<file path="src/sv/gmp_pkg.sv">
// ----------------------------------------------------------------------------
// gmp_pkg
// Types and constants shared by the gradient magnitude and phase unit.
// ----------------------------------------------------------------------------
package gmp_pkg;

  localparam int IN_W     = 16;
  localparam int MAG_W    = 15;
  localparam int PH_W     = 8;
  localparam int STEPS    = 17;   // quotient bits and (padded) root bits

  localparam int CFG_IDX_W  = 2;
  localparam int CFG_DATA_W = 8;
  localparam logic [CFG_IDX_W-1:0] REG_MAG_NORM    = 2'd0;
  localparam logic [CFG_IDX_W-1:0] REG_PHASE_RANGE = 2'd1;

  localparam logic [14:0] MAG_MAX = 15'd32767;
  localparam logic [14:0] K_C2    = 15'd16037;
  localparam logic [12:0] K_C1    = 13'd4345;
  localparam logic [15:0] K_PI4   = 16'd51472;
  localparam logic [21:0] K_DEG   = 22'd3754936;
  localparam logic [15:0] RND16   = 16'd32768;
  localparam logic [25:0] Q90     = 26'd5898240;
  localparam logic [25:0] Q180    = 26'd11796480;
  localparam logic [25:0] Q360    = 26'd23592960;
  // floor(2^24 / 360), quotient may come out one low
  localparam logic [15:0] INV360  = 16'd46603;
  localparam logic [16:0] DEG360  = 17'd360;
  localparam logic [16:0] DEG180  = 17'd180;

  typedef struct packed {
    logic [15:0] rem;    // division remainder
    logic [16:0] nbits;  // dividend bits still to shift in
    logic [16:0] q;      // quotient so far
    logic [15:0] hi;     // divisor
    logic [33:0] sbits;  // radicand bits still to shift in
    logic [17:0] srem;   // root remainder
    logic [16:0] root;   // root so far
  } cell_t;

  typedef struct packed {
    logic        gx_neg;
    logic        gy_neg;
    logic        swap;
    logic        hi_zero;
    logic [14:0] l1;
  } side_t;

endpackage

</file>
<file path="src/sv/gmp_front.sv">
// ----------------------------------------------------------------------------
// gmp_front
// Absolute values, L1 sum, squares and divider/root setup.
// ----------------------------------------------------------------------------
module gmp_front #(
  parameter int GRAD_WIDTH = 16
) (
  input  logic                clk,
  input  logic                rst,
  input  logic                en,
  input  logic                in_v,
  input  logic [15:0]         gx_raw,
  input  logic [15:0]         gy_raw,
  output logic                out_v,
  output gmp_pkg::cell_t      chain_d,
  output gmp_pkg::side_t      side
);
  import gmp_pkg::*;

  logic signed [16:0] gx_s, gy_s;
  logic [16:0] ax, ay, ax_r, ay_r;
  logic [17:0] sum;
  side_t       side0;
  logic        v0;
  logic [16:0] lo, hi;
  logic [31:0] num;
  logic [33:0] sq;

  assign gx_s = {{(17-GRAD_WIDTH){gx_raw[GRAD_WIDTH-1]}}, gx_raw[GRAD_WIDTH-1:0]};
  assign gy_s = {{(17-GRAD_WIDTH){gy_raw[GRAD_WIDTH-1]}}, gy_raw[GRAD_WIDTH-1:0]};
  assign ax   = gx_s[16] ? 17'(-gx_s) : 17'(gx_s);
  assign ay   = gy_s[16] ? 17'(-gy_s) : 17'(gy_s);
  assign sum  = 18'(ax) + 18'(ay);

  always_ff @(posedge clk) begin
    if (rst) begin
      v0    <= 1'b0;
      out_v <= 1'b0;
    end else if (en) begin
      v0    <= in_v;
      out_v <= v0;
    end
  end

  always_ff @(posedge clk) begin
    if (en) begin
      ax_r          <= ax;
      ay_r          <= ay;
      side0.gx_neg  <= gx_s[16];
      side0.gy_neg  <= gy_s[16];
      side0.swap    <= ax < ay;
      side0.hi_zero <= (ax == 17'd0) && (ay == 17'd0);
      side0.l1      <= (sum > 18'(MAG_MAX)) ? MAG_MAX : sum[14:0];
    end
  end

  assign lo  = side0.swap ? ax_r : ay_r;
  assign hi  = side0.swap ? ay_r : ax_r;
  // z dividend: lo*2^16 + hi/2, below 2^32 since lo <= 32768
  assign num = 32'({lo, 16'd0}) + 32'(hi >> 1);
  assign sq  = 34'(ax_r * ax_r) + 34'(ay_r * ay_r);

  always_ff @(posedge clk) begin
    if (en) begin
      side          <= side0;
      chain_d.rem   <= 16'(num[31:17]);
      chain_d.nbits <= num[16:0];
      chain_d.q     <= '0;
      chain_d.hi    <= hi[15:0];
      chain_d.sbits <= sq;
      chain_d.srem  <= '0;
      chain_d.root  <= '0;
    end
  end

endmodule

</file>
<file path="config.mk">
export PLATFORM = sky130hd
export DESIGN_NAME = gmp_front
export DESIGN_NICKNAME = d
export VERILOG_FILES = /design/src/sv/gmp_pkg.sv /design/src/sv/gmp_front.sv
export SDC_FILE = /design/constraint.sdc
export NUM_CORES = 1
export LEC_CHECK = 0
export CORE_MARGIN = 8
export CORE_UTILIZATION = 55
export CTS_BUF_LIST = sky130_fd_sc_hd__clkbuf_8 sky130_fd_sc_hd__clkbuf_16
export CTS_CLUSTER_SIZE = 20
export DETAILED_ROUTE_END_ITERATION = 6
export DONT_BUFFER_PORTS = 1
export MAX_ROUTING_LAYER = met4
export PLACE_DENSITY = 0.73
export SLEW_MARGIN = 0
export SYNTH_ARGS = -nofsm -noshare
export SYNTH_HDL_FRONTEND = slang
export SYNTH_SLANG_ARGS = --single-unit
</file>
<file path="constraint.sdc">
create_clock -name clk -period 7.1 [get_ports clk]
set_clock_uncertainty 0.05 [all_clocks]
set_input_delay 0.71 -clock clk [delete_from_list [all_inputs] [get_ports clk]]
set_output_delay 0.71 -clock clk [all_outputs]
set_load 0.02 [all_outputs]
</file>
# Word level (Yosys, flattened, before mapping)
# Cells that the tools add are included.
# op_classes
add_sub_neg	5
n_mul	2
div	0
n_lt_le_gt_ge	2
eq_ne	0
n_shift	0
mux	4
bitwise_logic	0
reduce_logical	3
# ops
operator	n
$mul A17 B17 Y34	2
$mux W17	3
$add A34 B34 Y34	1
$logic_not A17 Y1	2
$neg A16 Y17	2
$add A32 B16 Y32	1
$add A17 B17 Y18	1
$gt A18 B15 Y1 const B	1
$lt A17 B17 Y1	1
$mux W16	1
$logic_and A1 B1 Y1	1
# totals
reg_bits	156
latchBits	0
ramBits	0
mem_bits_ro	0
in_bits	36
output_inout_bits	155
mem_count	0

# Longest topological paths before layout
# depth
depth_word	4
depth_mapped	29
ltp_nobuf	27

# Worst setup path after synthesis
# Ideal clock, no wire load.
# synth_path
kind	reg-to-reg
start	register ax_r[13]
end	register chain_d[68] (netlist bit), data pin
setup_ns	0.265
arrival_ns	7.164
required_time_ns	6.785
slack_ns	-0.379
path_stages_with_launch	26
n_path_buf	2
synth_period_minus_slack_ns	7.479
path_cell_list	edfxtp_1 clkbuf_1 clkbuf_1 nand2_1 fa_1 inv_1 fa_1 inv_1 fa_1 fa_1 inv_1 fa_1 fa_1 fa_1 inv_1 fa_1 inv_1 ha_1 a21oi_1 o211ai_1 a21o_1 a221o_1 o41ai_2 a21oi_1 a221oi_1 xnor2_1
# synth_via
elab_chain_len	2
# synth_rtl
item	line_no	text
start, declared	gmp_front.sv:21	logic [16:0] ax, ay, ax_r, ay_r;
start signal, assigned	gmp_front.sv:47	ax_r <= ax;
$mul A17 B17 Y34	gmp_front.sv:61	assign sq = 34'(ax_r * ax_r) + 34'(ay_r * ay_r);
$add A34 B34 Y34	gmp_front.sv:61	
named net sq[33]	gmp_front.sv:27	logic [33:0] sq;
end, declared	gmp_front.sv:15	output gmp_pkg::cell_t chain_d,
# The timed path passes the listed nets, and every way through them passes these cells.
# A chain may end at the register's enable or synchronous reset.

# Worst setup path in the final report
# layout_path
start	register ay_r[4]
end	register chain_d[66] (netlist bit), data pin
# layout_via
elab_chain_len	2
# layout_rtl
item	line_no	text
start, declared	gmp_front.sv:21	
start signal, assigned	gmp_front.sv:48	ay_r <= ay;
$mul A17 B17 Y34	gmp_front.sv:61	
$add A34 B34 Y34	gmp_front.sv:61	
named net sq[31]	gmp_front.sv:27	
# The timed path passes the listed nets, and every way through them passes these cells.

==> reports/metrics.json <==
{
  "cp_data_required_time_ps": 7400,
  "final_critical_path_setup_slack_ps": -389,
  "maxCapViolations": 0,
  "floorplan.core_area_sq_um": 42000,
  "post_drt_via_cell_ratio": 5.25,
  "cpMaxStageDelayCell": "fa_1",
  "worst_slew_margin_rel_pct": 22.6,
  "timing_worst_slew_pin_value_ps": 1160,
  "hold_viol_final": 0,
  "post_cts_hold_buffer_count": 0,
  "via_count": 16200,
  "post-synth-top-area-fraction_pct": 37.9,
  "synth_edf_count": 139,
  "row_count": 75,
  "synth_warnings": 0,
  "gp_congestion": 0.945,
  "tritoncts": "done",
  "grt_remaining_overflow": 0,
  "layout_worst_path_cycle_share_pct": 105,
  "cts_max_level": 4,
  "cts.path.max_buffers": 2,
  "layout.nets": 3253,
  "hpwl_after_detailed_placement_um": 49100,
  "antenna_violating_nets_post_route": 0,
  "grt_max_degree": 142,
  "synthDominantAreaCellType": "fa_1",
  "critical_path_peak_fanout": 4,
  "post_route_cells_drive_above_1_share_pct": 18.1,
  "tritoncts_num_sinks": 141,
  "grt_pass1_wl_um": 94900,
  "syn-instance-count": 2299,
  "numCtsBuffers": 17,
  "async_flop_share_pct": 0,
  "dieHeight_um": 222,
  "worst-endpoint-arrival_ps": 7790,
  "number_of_setup_violations_in_the_final_report": 5,
  "initial_core_util_pct": 55.8,
  "fin_crit_ps": 7490,
  "synthesis.area_sq_um": 23400,
  "clk_pin_slew_worst_paths_ps": 70,
  "grt_pass1_vias": 18400,
  "drtIter0Drc": 985,
  "synth_cell_types": 61,
  "cp.buffers_inverters": 7,
  "synth_common_cells": "inv_1 (626), fa_1 (444), ha_1 (235)",
  "portion_of_the_post_synthesis_area_used_by_sequential_elements_pct": 18.0,
  "synth_top_flop_cell": "edfxtp_1",
  "slew_viol_final": 0,
  "drt_pre_antenna_iters": 5,
  "most_area_consuming_cells_after_synthesis": "fa_1 (38%), edfxtp_1 (18%), ha_1 (13%), inv_1 (10%), nand2_1 (3.2%)",
  "routed_wire_length_per_instance_um": 19.0,
  "clk_root_buffer_cell": "clkbuf_16",
  "crit_path_frequent_cell": "fa_1",
  "dieArea_sq_um": 49500,
  "clock_latency_ps": 490,
  "synth_seq_cells": 141,
  "cp-end-kind": "flop",
  "run_status": "finished with violations",
  "failed_checks": "negative setup slack",
  "critPathTopFamily": "adder cells",
  "grt.total_usage_pct": 25.4,
  "buffer_ports.inserted": 0,
  "rsz0062_at_grt": "true",
  "yosys.cell_count.top_type": "inv_1",
  "drc_errors": 0,
  "setup.worst_path.class": "reg2reg",
  "totalWireLength_um": 58700,
  "boundaryPins": 191,
  "syn_area_per_cell_sq_um": 10.2,
  "max_freq_ghz": 0.134,
  "cp_slowest_stage_delay_ps": 590,
  "final_core_util_pct": 64.2,
  "die_w_um": 222,
  "antenna_found_initial": 2,
  "worst_hold_path_type": "in2reg",
  "start_kind": "flop",
  "synthToLayoutAreaGrowth_pct": 15.2
}
layout make-up:
type	count	area (sq um)
repair buffers	289	2380
flip-flops and latches	141	4210
multi-input cells	1463	16800
well taps	539	674
clock inverters	15	125
fillers	3269	15000
diodes	2	5.00
clock buffers	17	425
inverters	626	2350
flip-flops by register name, indices dropped and copies added, names as in the netlist:
| signal | cells |
|---|---|
| out_v | 1 |
| side0 | 19 |
| chain_d | 67 |
| ax_r | 17 |
| side | 19 |
| v0 | 1 |
| ay_r | 17 |
metrics by stage:
stage	TNS (ps)	area (sq um)	hold slack (ps)	cells	worst slack [ps]
CTS	-734	26700	212	3078	-267
detailed placement	-5880	25600	355	3010	-657
global placement	-4020	25600	351	3010	-452
global route	-3780	27000	221	3092	-569
finish	-1170	27000	238	3092	-389
floorplan	0	23800	350	2356	0.0426
placed cells by master (no fill, tap or decap), types with 6 or more instances in the layout:
cell | synthesis | routed
o21ai_1 | 3 | 7
o21ai_0 | 43 | 38
clkbuf_16 | 0 | 17
conb_1 | 2 | 59
nor2_1 | 54 | 47
edfxtp_1 | 139 | 139
a21o_1 | 26 | 26
fa_2 | 0 | 27
buf_12 | 0 | 9
xor2_1 | 20 | 20
buf_6 | 0 | 25
fa_1 | 444 | 417
mux2_2 | 19 | 19
inv_1 | 626 | 610
or3_1 | 8 | 8
ha_4 | 0 | 11
buf_4 | 68 | 255
and2_1 | 105 | 99
and2_4 | 0 | 6
o31ai_1 | 7 | 6
nor2b_1 | 12 | 10
o21bai_1 | 12 | 12
nand2_1 | 199 | 187
nand2_2 | 0 | 8
a21oi_2 | 0 | 10
nand2b_1 | 17 | 17
o21a_1 | 6 | 6
inv_2 | 0 | 15
a21oi_1 | 40 | 29
ha_1 | 235 | 220
xnor2_1 | 66 | 66
or2_2 | 6 | 6
path summary, 6_finish.rpt:
path	slack, ps	startpoint	end	depth (start not counted)
worst max-delay path	-390	ay_r[4]	chain_d[66]	25
worst min-delay path	240	rst	out_v	1
worst min register to register	370	side0[18]	side[18]	0
worst max register to register	-390	ay_r[4]	chain_d[66]	25
logic make-up (layout without fill, tap and decap cells):
family / count (synthesis) / in the layout / share of synthesized area [%]
and+or+nand+nor: 443 / 443 / 9.29
adders and majority gates: 679 / 679 / 50.5
buffers and inverters: 752 / 947 / 13.1
xor gates and xnor gates: 86 / 86 / 3.21
DFF: 141 / 141 / 18.0
muxes: 22 / 22 / 1.04
AOI/OAI and AO/OA: 174 / 174 / 4.85
other: 2 / 61 / 0.0320
layer usage:
layer	share of wire [%]	global-route usage (%)	up-vias
li1	-	-	7314
met1	37	27.8	8248
met2	51	43.7	506
met3	6.1	5.55	159
met4	5.2	12.8	0
met5	0	-	-
timing repair:
| action | in CTS | in global routing |
|---|---|---|
| gates resized for setup | 104 | 41 |
| pin swaps | 80 | 37 |
| buffers inserted | 36 | 12 |
| setup endpoints to repair | 17 | 17 |
Power is left out: the tool's default activity adds up to more than one toggle a clock period on the data nets, which glitch-free logic cannot reach.
