[src/sv/gmp_pkg.sv]
// ----------------------------------------------------------------------------
// gmp_pkg
// Types and constants shared by the gradient magnitude and phase unit.
// ----------------------------------------------------------------------------
package gmp_pkg;

  localparam int IN_W     = 16;
  localparam int MAG_W    = 15;
  localparam int PH_W     = 8;
  localparam int STEPS    = 17;   // quotient bits and (padded) root bits

  localparam int CFG_IDX_W  = 2;
  localparam int CFG_DATA_W = 8;
  localparam logic [CFG_IDX_W-1:0] REG_MAG_NORM    = 2'd0;
  localparam logic [CFG_IDX_W-1:0] REG_PHASE_RANGE = 2'd1;

  localparam logic [14:0] MAG_MAX = 15'd32767;
  localparam logic [14:0] K_C2    = 15'd16037;
  localparam logic [12:0] K_C1    = 13'd4345;
  localparam logic [15:0] K_PI4   = 16'd51472;
  localparam logic [21:0] K_DEG   = 22'd3754936;
  localparam logic [15:0] RND16   = 16'd32768;
  localparam logic [25:0] Q90     = 26'd5898240;
  localparam logic [25:0] Q180    = 26'd11796480;
  localparam logic [25:0] Q360    = 26'd23592960;
  // floor(2^24 / 360), quotient may come out one low
  localparam logic [15:0] INV360  = 16'd46603;
  localparam logic [16:0] DEG360  = 17'd360;
  localparam logic [16:0] DEG180  = 17'd180;

  typedef struct packed {
    logic [15:0] rem;    // division remainder
    logic [16:0] nbits;  // dividend bits still to shift in
    logic [16:0] q;      // quotient so far
    logic [15:0] hi;     // divisor
    logic [33:0] sbits;  // radicand bits still to shift in
    logic [17:0] srem;   // root remainder
    logic [16:0] root;   // root so far
  } cell_t;

  typedef struct packed {
    logic        gx_neg;
    logic        gy_neg;
    logic        swap;
    logic        hi_zero;
    logic [14:0] l1;
  } side_t;

endpackage

[src/sv/gmp_back.sv]
// ----------------------------------------------------------------------------
// gmp_back
// Magnitude rounding, atan polynomial, folding and output formatting.
// ----------------------------------------------------------------------------
module gmp_back (
  input  logic           clk,
  input  logic           rst,
  input  logic           en,
  input  logic           out_en,
  input  logic           in_v,
  input  gmp_pkg::cell_t d_in,
  input  gmp_pkg::side_t s_in,
  input  logic           magnitude_norm,
  input  logic           phase_range,
  output logic           last_v,
  output logic           out_v,
  output logic [14:0]    magnitude,
  output logic [7:0]     phase_angle
);
  import gmp_pkg::*;

  logic [6:0]  v;
  logic [14:0] mag [0:6];
  side_t       sd  [0:5];

  logic [16:0] z, root_r;
  logic [29:0] m1;
  logic [33:0] m2;
  logic [32:0] m3;
  logic [14:0] p, t;
  logic [15:0] k, k2;
  logic [29:0] pt;
  logic [16:0] rad;
  logic [38:0] dp;
  logic [24:0] a;
  logic [22:0] deg;
  logic signed [25:0] f1, f2, f3;
  logic [24:0] au;
  logic [7:0]  phu;
  logic [16:0] x;
  logic [8:0]  q0;
  logic [16:0] xr;
  logic [8:0]  qf;

  assign z      = d_in.q;
  assign root_r = d_in.root + 17'(d_in.srem > 18'(d_in.root));

  always_ff @(posedge clk) begin
    if (rst) begin
      v <= '0;
    end else if (en) begin
      v <= {v[5:0], in_v};
    end
  end

  always_ff @(posedge clk) begin
    if (en) begin
      // stage 0: products on z, magnitude pick
      m1     <= 30'(K_C1 * (s_in.hi_zero ? 17'd0 : z));
      m2     <= 34'((s_in.hi_zero ? 17'd0 : z) * 17'(17'h10000 - (s_in.hi_zero ? 17'd0 : z)));
      m3     <= 33'(K_PI4 * (s_in.hi_zero ? 17'd0 : z));
      sd[0]  <= s_in;
      mag[0] <= !magnitude_norm ? s_in.l1 :
                (root_r > 17'(MAG_MAX)) ? MAG_MAX : root_r[14:0];
      // stage 1: round products
      p      <= K_C2 + 15'((34'(m1) + 34'(RND16)) >> 16);
      t      <= 15'((m2 + 34'(RND16)) >> 16);
      k      <= 16'((m3 + 33'(RND16)) >> 16);
      // stage 2
      pt     <= 30'(p * t);
      k2     <= k;
      // stage 3
      rad    <= 17'(k2) + 17'((31'(pt) + 31'(RND16)) >> 16);
      // stage 4
      dp     <= 39'(rad * K_DEG);
      // stage 5: octant and quadrant fold
      a      <= (f3 < 0) ? 25'd0 : 25'(f3);
      // stage 6: unsigned rounding, signed reciprocal estimate
      phu    <= 8'((au + 25'(RND16)) >> 16);
      x      <= 17'(a >> 8) + DEG180;
      q0     <= 9'((33'(17'(a >> 8) + DEG180) * 33'(INV360)) >> 24);
      for (int i = 1; i < 7; i++) begin
        mag[i] <= mag[i-1];
      end
      for (int i = 1; i < 6; i++) begin
        sd[i] <= sd[i-1];
      end
    end
  end

  assign deg = 23'((dp + 39'(RND16)) >> 16);
  assign f1  = sd[4].swap   ? $signed(Q90)  - $signed(26'(deg)) : $signed(26'(deg));
  assign f2  = sd[4].gx_neg ? $signed(Q180) - f1 : f1;
  assign f3  = sd[4].gy_neg ? $signed(Q360) - f2 : f2;
  assign au  = (26'(a) > Q180) ? 25'(26'(a) - Q180) : a;

  // quotient correction: estimate is exact or one low
  assign xr  = x - 17'(q0 * 9'd360);
  assign qf  = (xr >= DEG360) ? q0 + 9'd1 : q0;

  always_ff @(posedge clk) begin
    if (rst) begin
      out_v <= 1'b0;
    end else if (out_en) begin
      out_v <= v[6];
    end
  end

  always_ff @(posedge clk) begin
    if (out_en) begin
      magnitude   <= mag[6];
      phase_angle <= phase_range ? phu : qf[7:0];
    end
  end

  assign last_v = v[6];

endmodule

[config.mk]
export PLATFORM = sky130hd
export DESIGN_NAME = gmp_back
export DESIGN_NICKNAME = d
export VERILOG_FILES = /design/src/sv/gmp_pkg.sv /design/src/sv/gmp_back.sv
export SDC_FILE = /design/constraint.sdc
export NUM_CORES = 2
export LEC_CHECK = 0
export BUFFER_PORTS_ARGS = -buffer_cell sky130_fd_sc_hd__buf_4
export CORE_MARGIN = 3
export CORE_UTILIZATION = 60
export CTS_BUF_LIST = sky130_fd_sc_hd__clkbuf_4 sky130_fd_sc_hd__clkbuf_8
export DETAILED_ROUTE_END_ITERATION = 6
export GPL_TIMING_DRIVEN = 0
export PLACE_DENSITY = 0.84
export SETUP_SLACK_MARGIN = 0.15
export SKIP_LAST_GASP = 1
export SLEW_MARGIN = 30
export SYNTH_ARGS = -nofsm -noshare
export SYNTH_HDL_FRONTEND = slang
export SYNTH_SLANG_ARGS = --single-unit
[constraint.sdc]
create_clock -name clk -period 16.24 [get_ports clk]
set_clock_uncertainty 0.1 [all_clocks]
set_input_delay 1.624 -clock clk [delete_from_list [all_inputs] [get_ports clk]]
set_output_delay 1.624 -clock clk [all_outputs]
set_load 0.01 [all_outputs]
* Word level (Yosys, flattened, before mapping)
Memories as Yosys holds them, arrays and structs flattened. A register that Yosys moved wholly into a read port is not among the register bits.
Index checks and enable logic that the tools add are counted.
** Storage, ports and cells
- Flip-flop bits (word level) :: 309
- Latch bits :: 0
- Bits in writable memories :: 219
- ROM bits :: 0
- Input port bits :: 161
- Logic and storage cells :: 63
- Memories :: 2
** Memory list
- sd :: words 6, width 19, rd ports 5, clocked after Yosys merged registers in 0, write ports 6, RTL line gmp_back.sv:24 : side_t sd [0:5];
- mag :: words 7, width 15, rd ports 7, clocked after Yosys merged registers in 1, write ports 7, RTL line gmp_back.sv:23 : logic [14:0] mag [0:6];
** Cells by class
- Add/sub/neg operators :: 18
- $mul :: 7
- Divide/modulo/power cells :: 0
- Magnitude comparators :: 5
- Equality and inequality tests :: 0
- Shift operators :: 0
- Mux-type cells :: 14
- Bitwise operators :: 0
- Reduce and logical (&&, ||, !) cells :: 0
** Operator list (number)
- $mux 26 :: 3
- $mux 17 :: 4
- $add 30x16->31 const B :: 2
- $add 39x16->39 const B :: 1
- $mul 17x19->36 const B :: 1
- $mul 18x16->33 const B :: 1
- $add 32x16->32 const B :: 1
- $add 31x16->31 const B :: 1
- $mul 17x17->31 :: 1
- $mul 13x17->30 const A :: 1
- $mul 15x15->30 :: 1
- $mux 15 :: 2
- $mul 12x17->28 const A :: 1
- $lt 26x1->1 const B :: 1
- $sub 25x26->26 const A :: 1
- $sub 26x26->26 const A :: 1
- $gt 25x24->1 const B :: 1
- $add 24x16->24 const B :: 1
- $mux 24 :: 1
- $sub 23x23->24 const A :: 1
- $sub 24x24->24 const B :: 1
- $add 17x8->18 const B :: 1
- $gt 18x17->1 :: 1
- $add 16x15->17 :: 1
- other kinds (11) :: 13

* Depth between registers and ports, before layout
- Depth after elaboration :: 8
- Mapped depth :: 36

* Worst setup path before layout
Ideal clock, no wire load.
- Path type :: input port to flip-flop
- From :: input port s_in[15] in the netlist's numbering
- To :: register m2[30], data pin
- Setup time :: 0.260 ns
- Arrival time :: 9.706 ns
- Setup slack :: 6.174 ns
- Stages on the path :: 32
- Cell sequence :: clkbuf_1 clkbuf_1 nor2b_1 clkbuf_1 inv_1 ha_1 and3_1 ha_1 clkbuf_1 nand2b_1 fa_1 inv_1 fa_1 inv_1 fa_1 inv_1 fa_1 fa_1 inv_1 fa_1 inv_1 ha_1 nand2_1 nor4_1 or3_1 o311ai_0 a31oi_1 a41o_1 o211a_1 o21ai_0 nand2b_1 xnor2_1
** On the way
- Cells in the longest elaborated chain, start to end :: 3
- Elaborated cells between the ends (all ways) :: 4
- Those cells by class :: 1 x add/sub; 1 x mul; 2 x mux
** Ends and longest elaborated chain
- start, declared :: RTL line gmp_back.sv:12 : input gmp_pkg::side_t s_in,
- $mux 17 :: RTL line gmp_back.sv:60 : m2 <= 34'((s_in.hi_zero ? 17'd0 : z) * 17'(17'h10000 - (s_in.hi_zero ? 17'd0 : z)));
- $sub 17x17->17 :: RTL line gmp_back.sv:60
- $mul 17x17->31 * :: RTL line gmp_back.sv:60
- end signal, assigned :: RTL line gmp_back.sv:60
- end, declared :: RTL line gmp_back.sv:28 : logic [33:0] m2;
Every way passes the cells marked *; elsewhere a longest branch is shown, timed or not.
A chain may end at the register's enable or synchronous reset.

* Worst setup path after layout
Ends and elaborated chain as after synthesis.

==> impl_metrics.yaml <==
status:
  status: "completed"
sta:
  setup_tns_ns: 0
  final_hold_viol_count: 0
  min_period_ns: 11.48
  rsz0062_at_grt: "false"
  relSlewSlack_pct: 30.5
  setup_violations: 0
  fin_crit_sh_pct: 70.7
  fmaxAchievable_ghz: 0.0871
  finalMaxSlewViolations: 0
  tightest_slew_ns: 1.04
synth:
  ys_warn_count: 0
  syn_area_sq_mm: 0.0508
  synthTopCellsByArea: "fa_1, edfxtp_1, ha_1, inv_1, xnor2_1"
  muxShareOfSynthArea_pct: 0.342
  synth_fp_nets: 6516
  synthArstFlopShare_pct: 0
  yosysUniqueCellTypes: 95
  synth_top_family_by_area: "adder cells"
  synth_compound_area_share_pct: 6.31
  synth_cells: 4927
  synth-adder-area-share_pct: 45.6
  yosys.area.top_type: "fa_1"
  ys_ff_latch: 373
  synth_edf_count: 365
  synthFlopType: "edfxtp_1"
  synth_top_cell_area_share_pct: 27.7
  syn_avg_cell_area_sq_um: 10.3
  synth-simple-area-share_pct: 11.8
  synthXorXnorAreaFrac_pct: 5.68
  seq_area_frac_synth_pct: 21.9
global_route:
  top_usage_layer: "met2"
  grt_first_pass_wirelength_microns: 191000
  met3_usage_pct: 4.24
  antenna_found_initial: 1
  met1_usage_pct: 35.3
  grt_use_total_pct: 26.9
  grt_overflow: 0
  grt_pass1_vias: 37565
  use_met2_pct: 45.6
  grt_max_degree: 104
routing:
  first_pass_iters: 6
  drt-initial-drc-count: 2543
  drt.antenna.violating_nets: 0
  viasPerCell: 5.63
  routedWlPerCell_microns: 18.5
  wirelength_microns: 116000
  vias: 35369
  drcViolationCount: 0
hold_path:
  hold_path.class: "flop to flop"
clock_network:
  cts_buffers: 59
  clock_sinks: 373
  clk_latency_ns: 0.68
  cts_tree: "done"
  clkTransAtPathRegs_ns: 0.06
  h-tree-depth: 2
  cts_max_path_buffers: 3
  cts_setup_buffers: 0
  cts_hold_buf: 0
  post_cts_resize_count: 0
  cts.root.buffer_cell: "clkbuf_8"
critical_path:
  critPathMostFrequentCell: "fa_1"
  r2r-end: "pt[29]"
  worst-endpoint-required_ns: 16.53
  critPathKind: "input pin to flop"
  crit_end: "m2[30]"
  reg2reg_slack_ns: 7.79
  worst-path-max-fanout: 19
  reg2reg_from: "p[6]"
  start_kind: "input pin"
  ff2ff_path_depth: 23
  slowest_delay_ns: 0.66
  endpoint_kind: "flop"
  slowest_stage: "inv_1"
  crit_path_start: "s_in[15]"
  cp.arrival_ns: 11.78
place:
  dp_hpwl_microns: 95200
  port_buffers: 100
  routabilityCongestion: 1.00
floorplanning:
  dieArea_sq_mm: 0.0882
  initial_utilization_pct: 60.6
  core_area_sq_mm: 0.0838
  pin_count: 186
  die_y_microns: 297
  die_w_microns: 297
  rows: 106
finish:
  fill_cells: 6341
  area_growth_pct: 7.30
  drive_above_1_share_pct: 5.48
  layout.nets: 6685
job:
  maxCapViolCount: 0
area by class of cell:
| type | instances | area [sq um] | share of cell area (%) |
|---|---|---|---|
| Multi-Input combinational cell | 3431 | 35400 | 65.0 |
| Sequential cell | 373 | 11100 | 20.4 |
| Inverter | 1009 | 3790 | 6.95 |
| Tap cell | 1134 | 1420 | 2.60 |
| Clock buffer | 83 | 1010 | 1.85 |
| Timing Repair Buffer | 108 | 966 | 1.77 |
| Buffer | 114 | 524 | 0.962 |
| Clock inverter | 24 | 259 | 0.475 |
| Antenna cell | 2 | 5.00 | 0.00918 |
metal layers:
metal  part of all wire (%)  up-vias  routed length [microns]
li1                       -    16302                        -
met3                    7.6      295                     8860
met5                      0        -                        0
met4                    3.9        0                     4470
met2                     48     1337                    55900
met1                     40    17435                    46700
cell usage after synthesis, drive strengths merged, types with 26 or more instances:
master,instances
nor2b,31
and2,128
edfxtp,365
xnor2,240
nand2b,159
o21ai,85
nand4,37
a21o,31
o21a,26
ha,725
inv,1007
a21oi,128
nor2,249
nand2,310
xor2,85
nor3,48
and3,52
clkbuf,95
nand3,91
fa,703
layout by cell type (no fill, tap or decap), types with 48 or more instances in the layout:
cell type | netlist | layout
ha_1 | 725 | 725
nand2_1 | 310 | 310
inv_1 | 1006 | 1006
nand3_1 | 90 | 90
xnor2_1 | 239 | 238
xor2_1 | 84 | 82
a21oi_1 | 128 | 128
edfxtp_1 | 365 | 365
o21ai_0 | 85 | 85
buf_4 | 4 | 103
and2_1 | 126 | 126
clkbuf_1 | 92 | 86
nor3_1 | 48 | 48
nand2b_1 | 159 | 159
nor2_1 | 249 | 249
and3_1 | 51 | 51
fa_1 | 703 | 703
clkbuf_8 | 2 | 64
worst min-delay path by stage:
stage,depth (start not counted),slack (ns),end,start
finish,0,0.28,sd[1][18],sd[0][18]
global route,0,0.29,sd[2][17],sd[1][17]
CTS,0,0.28,sd[4][16],sd[3][16]
detailed placement,0,0.30,k2[10],k[10]
global placement,0,0.30,mag[1][11],mag[0][11]
floorplan,0,0.30,k2[0],k[0]
logic make-up after synthesis:
family                   Yosys count
adder cells (fa/ha/maj)         1428
AND/OR/NAND/NOR                 1189
buffers and inverters           1123
AO/OA/AOI/OAI                    471
flip-flops                       373
XOR/XNOR                         326
multiplexers                      17
stage by stage:
step	setup WS (ns)	cells	utilization (%)	cell area (sq um)	hold WS, ns
after global routing	4.32	6277	65.0	54500	0.289
final	4.76	6278	65.0	54500	0.284
after CTS	4.99	6276	65.0	54500	0.285
after floorplan	6.17	4927	-	50800	0.300
after detailed placement	4.33	6169	63.5	53200	0.305
after global placement	3.63	6161	63.2	53000	0.301
critical path, delay by kind of cell:
kind	cells	cell delay, ns
fa+ha+maj	8	3.70
buf+inv	9	2.37
simple gates	8	1.97
compound gates	8	1.96
xor+xnor	1	0.13
registers in the layout, summed over array words and instances (netlist names), 16 cells and up:
name	flops
mag	105
a	25
dp	24
m3	17
rad	17
k2	16
k	16
m2	16
Power is not shown: default switching activity piles up to over one toggle a cycle in this logic, so the estimate is an artifact.
