<file path="src/sv/gmp_pkg.sv">
// ----------------------------------------------------------------------------
// gmp_pkg
// Types and constants shared by the gradient magnitude and phase unit.
// ----------------------------------------------------------------------------
package gmp_pkg;

  localparam int IN_W     = 16;
  localparam int MAG_W    = 15;
  localparam int PH_W     = 8;
  localparam int STEPS    = 17;   // quotient bits and (padded) root bits

  localparam int CFG_IDX_W  = 2;
  localparam int CFG_DATA_W = 8;
  localparam logic [CFG_IDX_W-1:0] REG_MAG_NORM    = 2'd0;
  localparam logic [CFG_IDX_W-1:0] REG_PHASE_RANGE = 2'd1;

  localparam logic [14:0] MAG_MAX = 15'd32767;
  localparam logic [14:0] K_C2    = 15'd16037;
  localparam logic [12:0] K_C1    = 13'd4345;
  localparam logic [15:0] K_PI4   = 16'd51472;
  localparam logic [21:0] K_DEG   = 22'd3754936;
  localparam logic [15:0] RND16   = 16'd32768;
  localparam logic [25:0] Q90     = 26'd5898240;
  localparam logic [25:0] Q180    = 26'd11796480;
  localparam logic [25:0] Q360    = 26'd23592960;
  // floor(2^24 / 360), quotient may come out one low
  localparam logic [15:0] INV360  = 16'd46603;
  localparam logic [16:0] DEG360  = 17'd360;
  localparam logic [16:0] DEG180  = 17'd180;

  typedef struct packed {
    logic [15:0] rem;    // division remainder
    logic [16:0] nbits;  // dividend bits still to shift in
    logic [16:0] q;      // quotient so far
    logic [15:0] hi;     // divisor
    logic [33:0] sbits;  // radicand bits still to shift in
    logic [17:0] srem;   // root remainder
    logic [16:0] root;   // root so far
  } cell_t;

  typedef struct packed {
    logic        gx_neg;
    logic        gy_neg;
    logic        swap;
    logic        hi_zero;
    logic [14:0] l1;
  } side_t;

endpackage

</file>
<file path="src/sv/gmp_cell.sv">
// ----------------------------------------------------------------------------
// gmp_cell
// One restoring divide step and one restoring square root step.
// ----------------------------------------------------------------------------
module gmp_cell (
  input  logic           clk,
  input  logic           rst,
  input  logic           en,
  input  logic           in_v,
  input  gmp_pkg::cell_t d_in,
  input  gmp_pkg::side_t s_in,
  output logic           out_v,
  output gmp_pkg::cell_t d_out,
  output gmp_pkg::side_t s_out
);
  import gmp_pkg::*;

  logic [16:0] r2;
  logic [19:0] rem2, trial;
  cell_t       nxt;

  always_comb begin
    nxt       = d_in;
    r2        = {d_in.rem, d_in.nbits[16]};
    nxt.nbits = {d_in.nbits[15:0], 1'b0};
    if (r2 >= 17'(d_in.hi)) begin
      nxt.rem = 16'(r2 - 17'(d_in.hi));
      nxt.q   = {d_in.q[15:0], 1'b1};
    end else begin
      nxt.rem = r2[15:0];
      nxt.q   = {d_in.q[15:0], 1'b0};
    end
    rem2      = {d_in.srem, d_in.sbits[33:32]};
    trial     = {1'b0, d_in.root, 2'b01};
    nxt.sbits = {d_in.sbits[31:0], 2'b00};
    if (rem2 >= trial) begin
      nxt.srem = 18'(rem2 - trial);
      nxt.root = {d_in.root[15:0], 1'b1};
    end else begin
      nxt.srem = rem2[17:0];
      nxt.root = {d_in.root[15:0], 1'b0};
    end
  end

  always_ff @(posedge clk) begin
    if (rst) begin
      out_v <= 1'b0;
    end else if (en) begin
      out_v <= in_v;
    end
  end

  always_ff @(posedge clk) begin
    if (en) begin
      d_out <= nxt;
      s_out <= s_in;
    end
  end

endmodule

</file>
<file path="config.mk">
export PLATFORM = sky130hd
export DESIGN_NAME = gmp_cell
export DESIGN_NICKNAME = d
export VERILOG_FILES = /design/src/sv/gmp_pkg.sv /design/src/sv/gmp_cell.sv
export SDC_FILE = /design/constraint.sdc
export NUM_CORES = 1
export LEC_CHECK = 0
export BUFFER_PORTS_ARGS = -buffer_cell sky130_fd_sc_hd__buf_2
export CAP_MARGIN = 25
export CELL_PAD_IN_SITES_DETAIL_PLACEMENT = 1
export CELL_PAD_IN_SITES_GLOBAL_PLACEMENT = 2
export CORE_MARGIN = 2
export CORE_UTILIZATION = 32
export CTS_CLUSTER_SIZE = 25
export DETAILED_ROUTE_END_ITERATION = 8
export GPL_ROUTABILITY_DRIVEN = 0
export PLACE_DENSITY = 0.95
export SYNTH_ARGS = -nofsm -noshare
export SYNTH_HDL_FRONTEND = slang
export SYNTH_SLANG_ARGS = --single-unit
</file>
<file path="constraint.sdc">
create_clock -name clk -period 7.52 [get_ports clk]
set_input_delay 0.752 -clock clk [delete_from_list [all_inputs] [get_ports clk]]
set_output_delay 0.752 -clock clk [all_outputs]
set_load 0.005 [all_outputs]
</file>
Word-level counts from Yosys, hierarchy flattened
Cells that the tools add are included.
{ "op_classes": {"addsub": 2, "muxes": 3, "magnitude_cmp": 2} }
{ "op_table": {"columns": ["cell", "n"], "rows": [
  ["two-way mux 35 bit", 1],
  ["greater-or-equal comparator 20 x 19 -> 1 bit", 1],
  ["subtractor 18 bit", 1],
  ["greater-or-equal comparator 17 x 16 -> 1 bit", 1],
  ["two-way mux 16 bit", 1],
  ["subtractor 16 bit", 1],
  ["two-way mux 1 bit", 1]
]} }
{ "word_totals": {"register_bits": 152, "word_cells": 20} }

Depth between registers and ports, before layout
Gate-level depths: netlist of run 1.
{ "logic_depth": {"ltp_word": 2, "depth_mapped": 12} }

Least setup slack after synthesis of run 1
No wires, ideal clock.
{ "synth_timing": {"kind": "input -> register", "startpoint": "input d_in[0] (netlist bit)", "endpoint": "register d_out[25] (netlist bit), data pin", "arrival_time_ns": 2.946, "setup_ns": 0.260, "setup_slack_ns": 4.314, "path_stages": 10, "path_cell_list": "inv_1 > ha_1 > nor2b_4 > o31a_1 > o41a_1 > a2111oi_2 > o21a_2 > inv_4 > buf_12 > mux2_4"} }
{ "synth_rtl": {"columns": ["item", "line_no", "rtl"], "rows": [
  ["start, declared", "gmp_cell.sv:10", "input gmp_pkg::cell_t d_in,"],
  ["end signal, assigned", "gmp_cell.sv:55", "d_out <= nxt;"],
  ["end, declared", "gmp_cell.sv:13", "output gmp_pkg::cell_t d_out,"]
]} }

==> results of run 1 <==
## sequential cells by signal, indices dropped and copies added, names as in the netlist
| name | count |
|---|---|
| out_v | 1 |
| s_out | 19 |
| d_out | 132 |
## final timing paths
check             startpoint    endpoint  slack (ns)  depth (start not counted)
hold reg to reg        out_v       out_v        0.52                          2
setup reg to reg       out_v       out_v        6.93                          2
setup / recovery    d_in[83]  d_out[125]        4.00                         10
hold / removal           rst       out_v        0.49                          2
## logic make-up (layout without fill, tap and decap cells)
group	count (synthesis)	after routing	share of synthesized area
fa+ha+maj	36	36	0.06570
xor+xnor	22	22	0.02764
simple gates	74	74	0.05547
flops	152	152	0.6534
buf+inv	55	382	0.03518
compound gates	114	114	0.1090
mux	28	28	0.05313
other cells	1	6	0.0005380
## cell type report
class                           count  area share
Inverter                           42     0.01711
Antenna cell                        3   0.0008020
Timing Repair Buffer              309      0.1662
Clock inverter                     14     0.01444
Clock buffer                       17     0.04545
Sequential cell                   152      0.4866
Multi-Input combinational cell    277      0.2327
Tap cell                          275     0.03676
## metal layers
layer  up-vias  share of wire  global-route usage
li1       2473              -                   -
met1      2585           0.40              0.2216
met2       195           0.51              0.3161
met3        18          0.078             0.04072
met4         0          0.014             0.05648
met5         -              0                   0
## worst reg2reg max path: stages, from the launching register on
cell,delay (ns)
dfxtp_1,0.31
mux2i_1,0.12
nor2_1,0.06
## power by group through the flow
stage,registers (W),logic [W],clock network (W)
6_report,0.00105,0.000397,0.000821
5_1_grt,0.00106,0.000439,0.000880
4_1_cts,0.00105,0.000403,0.000843
3_5_place_dp,0.00107,0.000399,0
3_3_place_gp,0.00106,0.000387,0
2_1_floorplan,0.00108,0.000189,0
## synth_stat cells (5+ instances only)
cell	number
edfxtp_1	151
nand2_1	15
o211ai_1	5
mux2_2	8
o21a_1	11
nor2b_1	7
nor2_1	20
ha_1	35
o21ai_0	25
mux2_4	16
a21oi_1	27
a211oi_1	6
clkbuf_1	7
xnor2_1	18
a21o_1	8
inv_1	40
## metrics by stage
step	instances	utilization	area, sq um
floorplan	484	-	6978
global placement	1055	0.4143	8792
detailed placement	1055	0.4143	8792
CTS	1086	0.4407	9353
global route	1087	0.4409	9355
finish	1089	0.4411	9360
==> results.json, run 1 <==
{
  "clock-sinks": 152,
  "nets": 993,
  "worstSetupStartpointType": "primary input",
  "critPathRequiredTime_ns": 7.69,
  "worstSetupPathType": "primary input to register",
  "clk_pin_slew_ns": 0.07,
  "rows": 53,
  "final_common_cell": "buf_2",
  "antenna_left": 0,
  "swShare": 0.2704,
  "grt_pass1_wl_um": 31050,
  "drt_first_pass_iters": 5,
  "maxCapViolations": 0,
  "place_ws_ns": 3.582,
  "cp-end-kind": "register",
  "htree_levels": 4,
  "hold_violations": 0,
  "synth.distinct_cells": 60,
  "fin_ws_ns": 3.999,
  "seqCellArea_sq_um": 4554,
  "final_cell_mix": "buf_2, edfxtp_1, inv_1",
  "synth_edf_count": 151,
  "worst_pin_slew_ns": 1.028,
  "die_height_um": 151.6,
  "dr.first_iter.drc_count": 307,
  "powerDensity_nw_per_um2": 242.4,
  "start_util": 0.3285,
  "antenna_found_initial": 2,
  "setup_viol": 0,
  "layout-drive-gt1-share": 0.4562,
  "status": "complete, no violations",
  "track_usage": 0.1805,
  "ys_warn_count": 0,
  "clock_latency_ns": 0.41,
  "routed_via_density": 4.840,
  "comb_power_share": 0.175,
  "p_int_w": 0.001656,
  "p_sw_w": 0.0006135,
  "cp_slowest_cell": "or2_0",
  "holdWs_ns": 0.4907,
  "netlist_area_sq_um": 6970,
  "seq_area_frac_synth": 0.6534,
  "post-cts-setup-buffers": 0,
  "finalWirelength_um": 21130,
  "rsz0062_at_grt": "false",
  "fp.dieW_um": 151.6,
  "overflow": 0,
  "fin_crit_sh": 0.4682,
  "slew_viol_final": 0,
  "wl_per_cell_um": 19.41,
  "area_delta_synth_final_pct": 34.28,
  "power.leakage_nw": 4.132,
  "min_period_ns": 3.521,
  "hold_buffers": 0,
  "ir_drop_v": 0.0001316,
  "fillers": 2328,
  "p_seq_frac": 0.463,
  "dp_hpwl_um": 16580,
  "clkPwrFrac": 0.362,
  "async_flop_share": 0,
  "cts_buffer_depth": 2,
  "critical_path.max_fanout": 11,
  "grt_max_degree": 81,
  "path_cells": "buf_2 > inv_1 > ha_1 > a21o_1 > a211o_1 > or3_1 > nor3_2 > or2_0 > inv_2 > mux2_4",
  "cts-root-buf": "clkbuf_16",
  "ys_ff_latch": 152,
  "path_buf_inv": 3,
  "power_w": 0.002269,
  "cts_made_buffers": 17,
  "grt_pass1_vias": 5438,
  "cts_tree": "yes",
  "crit_family": "simple AND/OR/NAND/NOR gates",
  "vias": 5271,
  "post_cts_resized": 0,
  "crit_path_max_incr_delay_ns": 0.47,
  "synth_top_area_share": 0.6505,
  "portBuffers": 308,
  "pin_count": 313,
  "avgSynthCellArea_sq_um": 14.46,
  "synth_top_area_cell": "edfxtp_1",
  "slew_headroom": 0.3149,
  "cp.arrival_ns": 3.69,
  "dieArea_sq_um": 22980,
  "hold_path.class": "primary input to register",
  "drc": 0,
  "synth-main-ff-cell": "edfxtp_1",
  "max_freq_mhz": 284.0,
  "multi_input_area_sq_um": 2178,
  "finalClockSkew_ns": 0,
  "core_area_sq_um": 21220,
  "synth_area_leaders": "edfxtp_1, ha_1, mux2_4, xnor2_1, inv_1",
  "synthCells": 482,
  "setup_tns_ns": 0
}
Power figures use the tool's default switching activity.
==> inputs of run 2 (changes only) <==
--- a/config.mk
+++ b/config.mk
@@ -10,11 +10,11 @@
 export CELL_PAD_IN_SITES_DETAIL_PLACEMENT = 1
 export CELL_PAD_IN_SITES_GLOBAL_PLACEMENT = 2
 export CORE_MARGIN = 2
-export CORE_UTILIZATION = 32
+export CORE_UTILIZATION = 27
 export CTS_CLUSTER_SIZE = 25
 export DETAILED_ROUTE_END_ITERATION = 8
 export GPL_ROUTABILITY_DRIVEN = 0
-export PLACE_DENSITY = 0.95
+export PLACE_DENSITY = 0.87
 export SYNTH_ARGS = -nofsm -noshare
 export SYNTH_HDL_FRONTEND = slang
 export SYNTH_SLANG_ARGS = --single-unit
==> constraint.sdc (replaced) <==
create_clock -name clk -period 3 [get_ports clk]
set_input_delay 0.3 -clock clk [delete_from_list [all_inputs] [get_ports clk]]
set_output_delay 0.3 -clock clk [all_outputs]
set_load 0.005 [all_outputs]
==> results.json, run 2 (synthesis results as in run 1) <==
{
  "status": "complete, no violations",
  "slew_viol_final": 0,
  "nets": 1009,
  "r2r_end": "out_v",
  "worstSetupStartpointType": "primary input",
  "area_delta_synth_final_pct": 37.16,
  "clock-sinks": 152,
  "wl_per_cell_um": 18.33,
  "r2r_cells": 2,
  "post_cts_resized": 0,
  "powerDensity_nw_per_um2": 600.4,
  "hold_path.class": "primary input to register",
  "die_height_um": 164.7,
  "htree_levels": 4,
  "dieArea_sq_um": 27120,
  "routed-wl-met2_um": 10070,
  "wl_met3_um": 1619,
  "portBuffers": 308,
  "grt_pass1_vias": 5561,
  "finalClockSkew_ns": 0,
  "setup_viol": 0,
  "rrSetupSlack_ns": 2.40,
  "regMostFlops": "d_out",
  "min_from": "rst",
  "dr.first_iter.drc_count": 219,
  "top_layer": "met5",
  "routed_via_density": 4.548,
  "rows": 58,
  "regToRegStartpoint": "out_v",
  "ir_drop_v": 0.0003024,
  "power.leakage_nw": 4.207,
  "dp_hpwl_um": 16730,
  "rsz0062_at_grt": "false",
  "cts-root-buf": "clkbuf_16",
  "min_period_ns": 2.511,
  "antenna_found_initial": 6,
  "cts_buffer_depth": 2,
  "post-cts-setup-buffers": 0,
  "worstSetupPathType": "primary input to register",
  "cp.arrival_ns": 2.67,
  "largest_reg_flops": 132,
  "core_area_sq_um": 25250,
  "finalWirelength_um": 21270,
  "cts_tree": "yes",
  "setup_tns_ns": 0,
  "cts_made_buffers": 17,
  "grt_pass1_wl_um": 31550,
  "reg_top3": "d_out: 132 flops, s_out: 19 flops, out_v: 1 flops",
  "start_util": 0.2760,
  "power_w": 0.005740,
  "fin_crit_sh": 0.8370,
  "cp-end-kind": "register",
  "hold-path-endpoint": "out_v",
  "critical_path.max_fanout": 17,
  "worst_pin_slew_ns": 0.5843,
  "track_usage": 0.1546,
  "wl_met1_um": 9107,
  "worstHoldPathCells": 2,
  "final_common_cell": "buf_2",
  "drt_first_pass_iters": 4,
  "hold_buffers": 0,
  "drc": 0,
  "overflow": 0,
  "hold_violations": 0,
  "vias": 5276,
  "grt_max_degree": 57,
  "final_cell_mix": "buf_2, edfxtp_1, inv_1",
  "clk_pin_slew_ns": 0.07,
  "clock_latency_ns": 0.41,
  "slew_headroom": 0.6078,
  "critPathRequiredTime_ns": 3.16,
  "max_freq_mhz": 398.2,
  "pin_count": 313,
  "fillers": 2834,
  "fp.dieW_um": 164.7,
  "antenna_left": 0,
  "maxCapViolations": 0,
  "layout-drive-gt1-share": 0.4662
}
==> run 2: critical path: stages <==
cell and delay (ns):
buf_2 0.09, inv_1 0.04, ha_1 0.40, a21o_1 0.24
o41a_1 0.43, a2111oi_2 0.45, o21a_2 0.24, inv_4 0.14
mux2_4 0.32
==> run 2: per-layer routing <==
| layer | GRT usage | up-vias |
|---|---|---|
| li1 | - | 2499 |
| met4 | 0.05059 | 8 |
| met2 | 0.2577 | 205 |
| met5 | 0 | - |
| met3 | 0.04721 | 31 |
| met1 | 0.1913 | 2533 |
==> run 2: area by class of cell <==
| class | count | area [sq um] | area share |
|---|---|---|---|
| clock inverters | 14 | 132.6 | 0.01387 |
| clock buffers | 18 | 429.2 | 0.04489 |
| multi-input cells | 277 | 2178 | 0.2278 |
| inverters | 42 | 160.2 | 0.01675 |
| well taps | 330 | 412.9 | 0.04319 |
| flip-flops and latches | 152 | 4554 | 0.4764 |
| repair buffers | 325 | 1688 | 0.1765 |
| diodes | 2 | 5.005 | 0.0005235 |
==> run 2: how the worst max path moves through the flow <==
stage | from | endpoint | slack, ns | depth (start not counted)
finish | d_in[5] | d_out[27] | 0.49 | 9
global placement | d_in[5] | d_out[27] | 0.1 | 9
global route | d_in[5] | d_out[25] | 0.38 | 9
detailed placement | d_in[5] | d_out[26] | 0.08 | 9
floorplan | d_in[0] | d_out[25] | 0.25 | 10
CTS | d_in[5] | d_out[27] | 0.51 | 9
==> run 2: report_power, final <==
part / internal, W / switching [W] / total, W
combinational: 0.000498 / 0.000524 / 0.00102
sequential: 0.00258 / 0.0000527 / 0.00263
clock: 0.00110 / 0.000987 / 0.00208
total: 0.00418 / 0.00156 / 0.00574
==> run 2: stage by stage <==
step | setup slack (ns) | std cells | util | instance area [sq um] | hold slack (ns)
2_1_floorplan | 0.2459 | 484 | - | 6978 | 0.3724
3_3_place_gp | 0.09807 | 1126 | 0.3561 | 8994 | 0.4577
3_5_place_dp | 0.07693 | 1126 | 0.3561 | 8994 | 0.4647
4_1_cts | 0.5144 | 1158 | 0.3784 | 9555 | 0.01012
5_1_grt | 0.3780 | 1160 | 0.3786 | 9560 | 0.02375
6_report | 0.4889 | 1160 | 0.3786 | 9560 | 0.03283
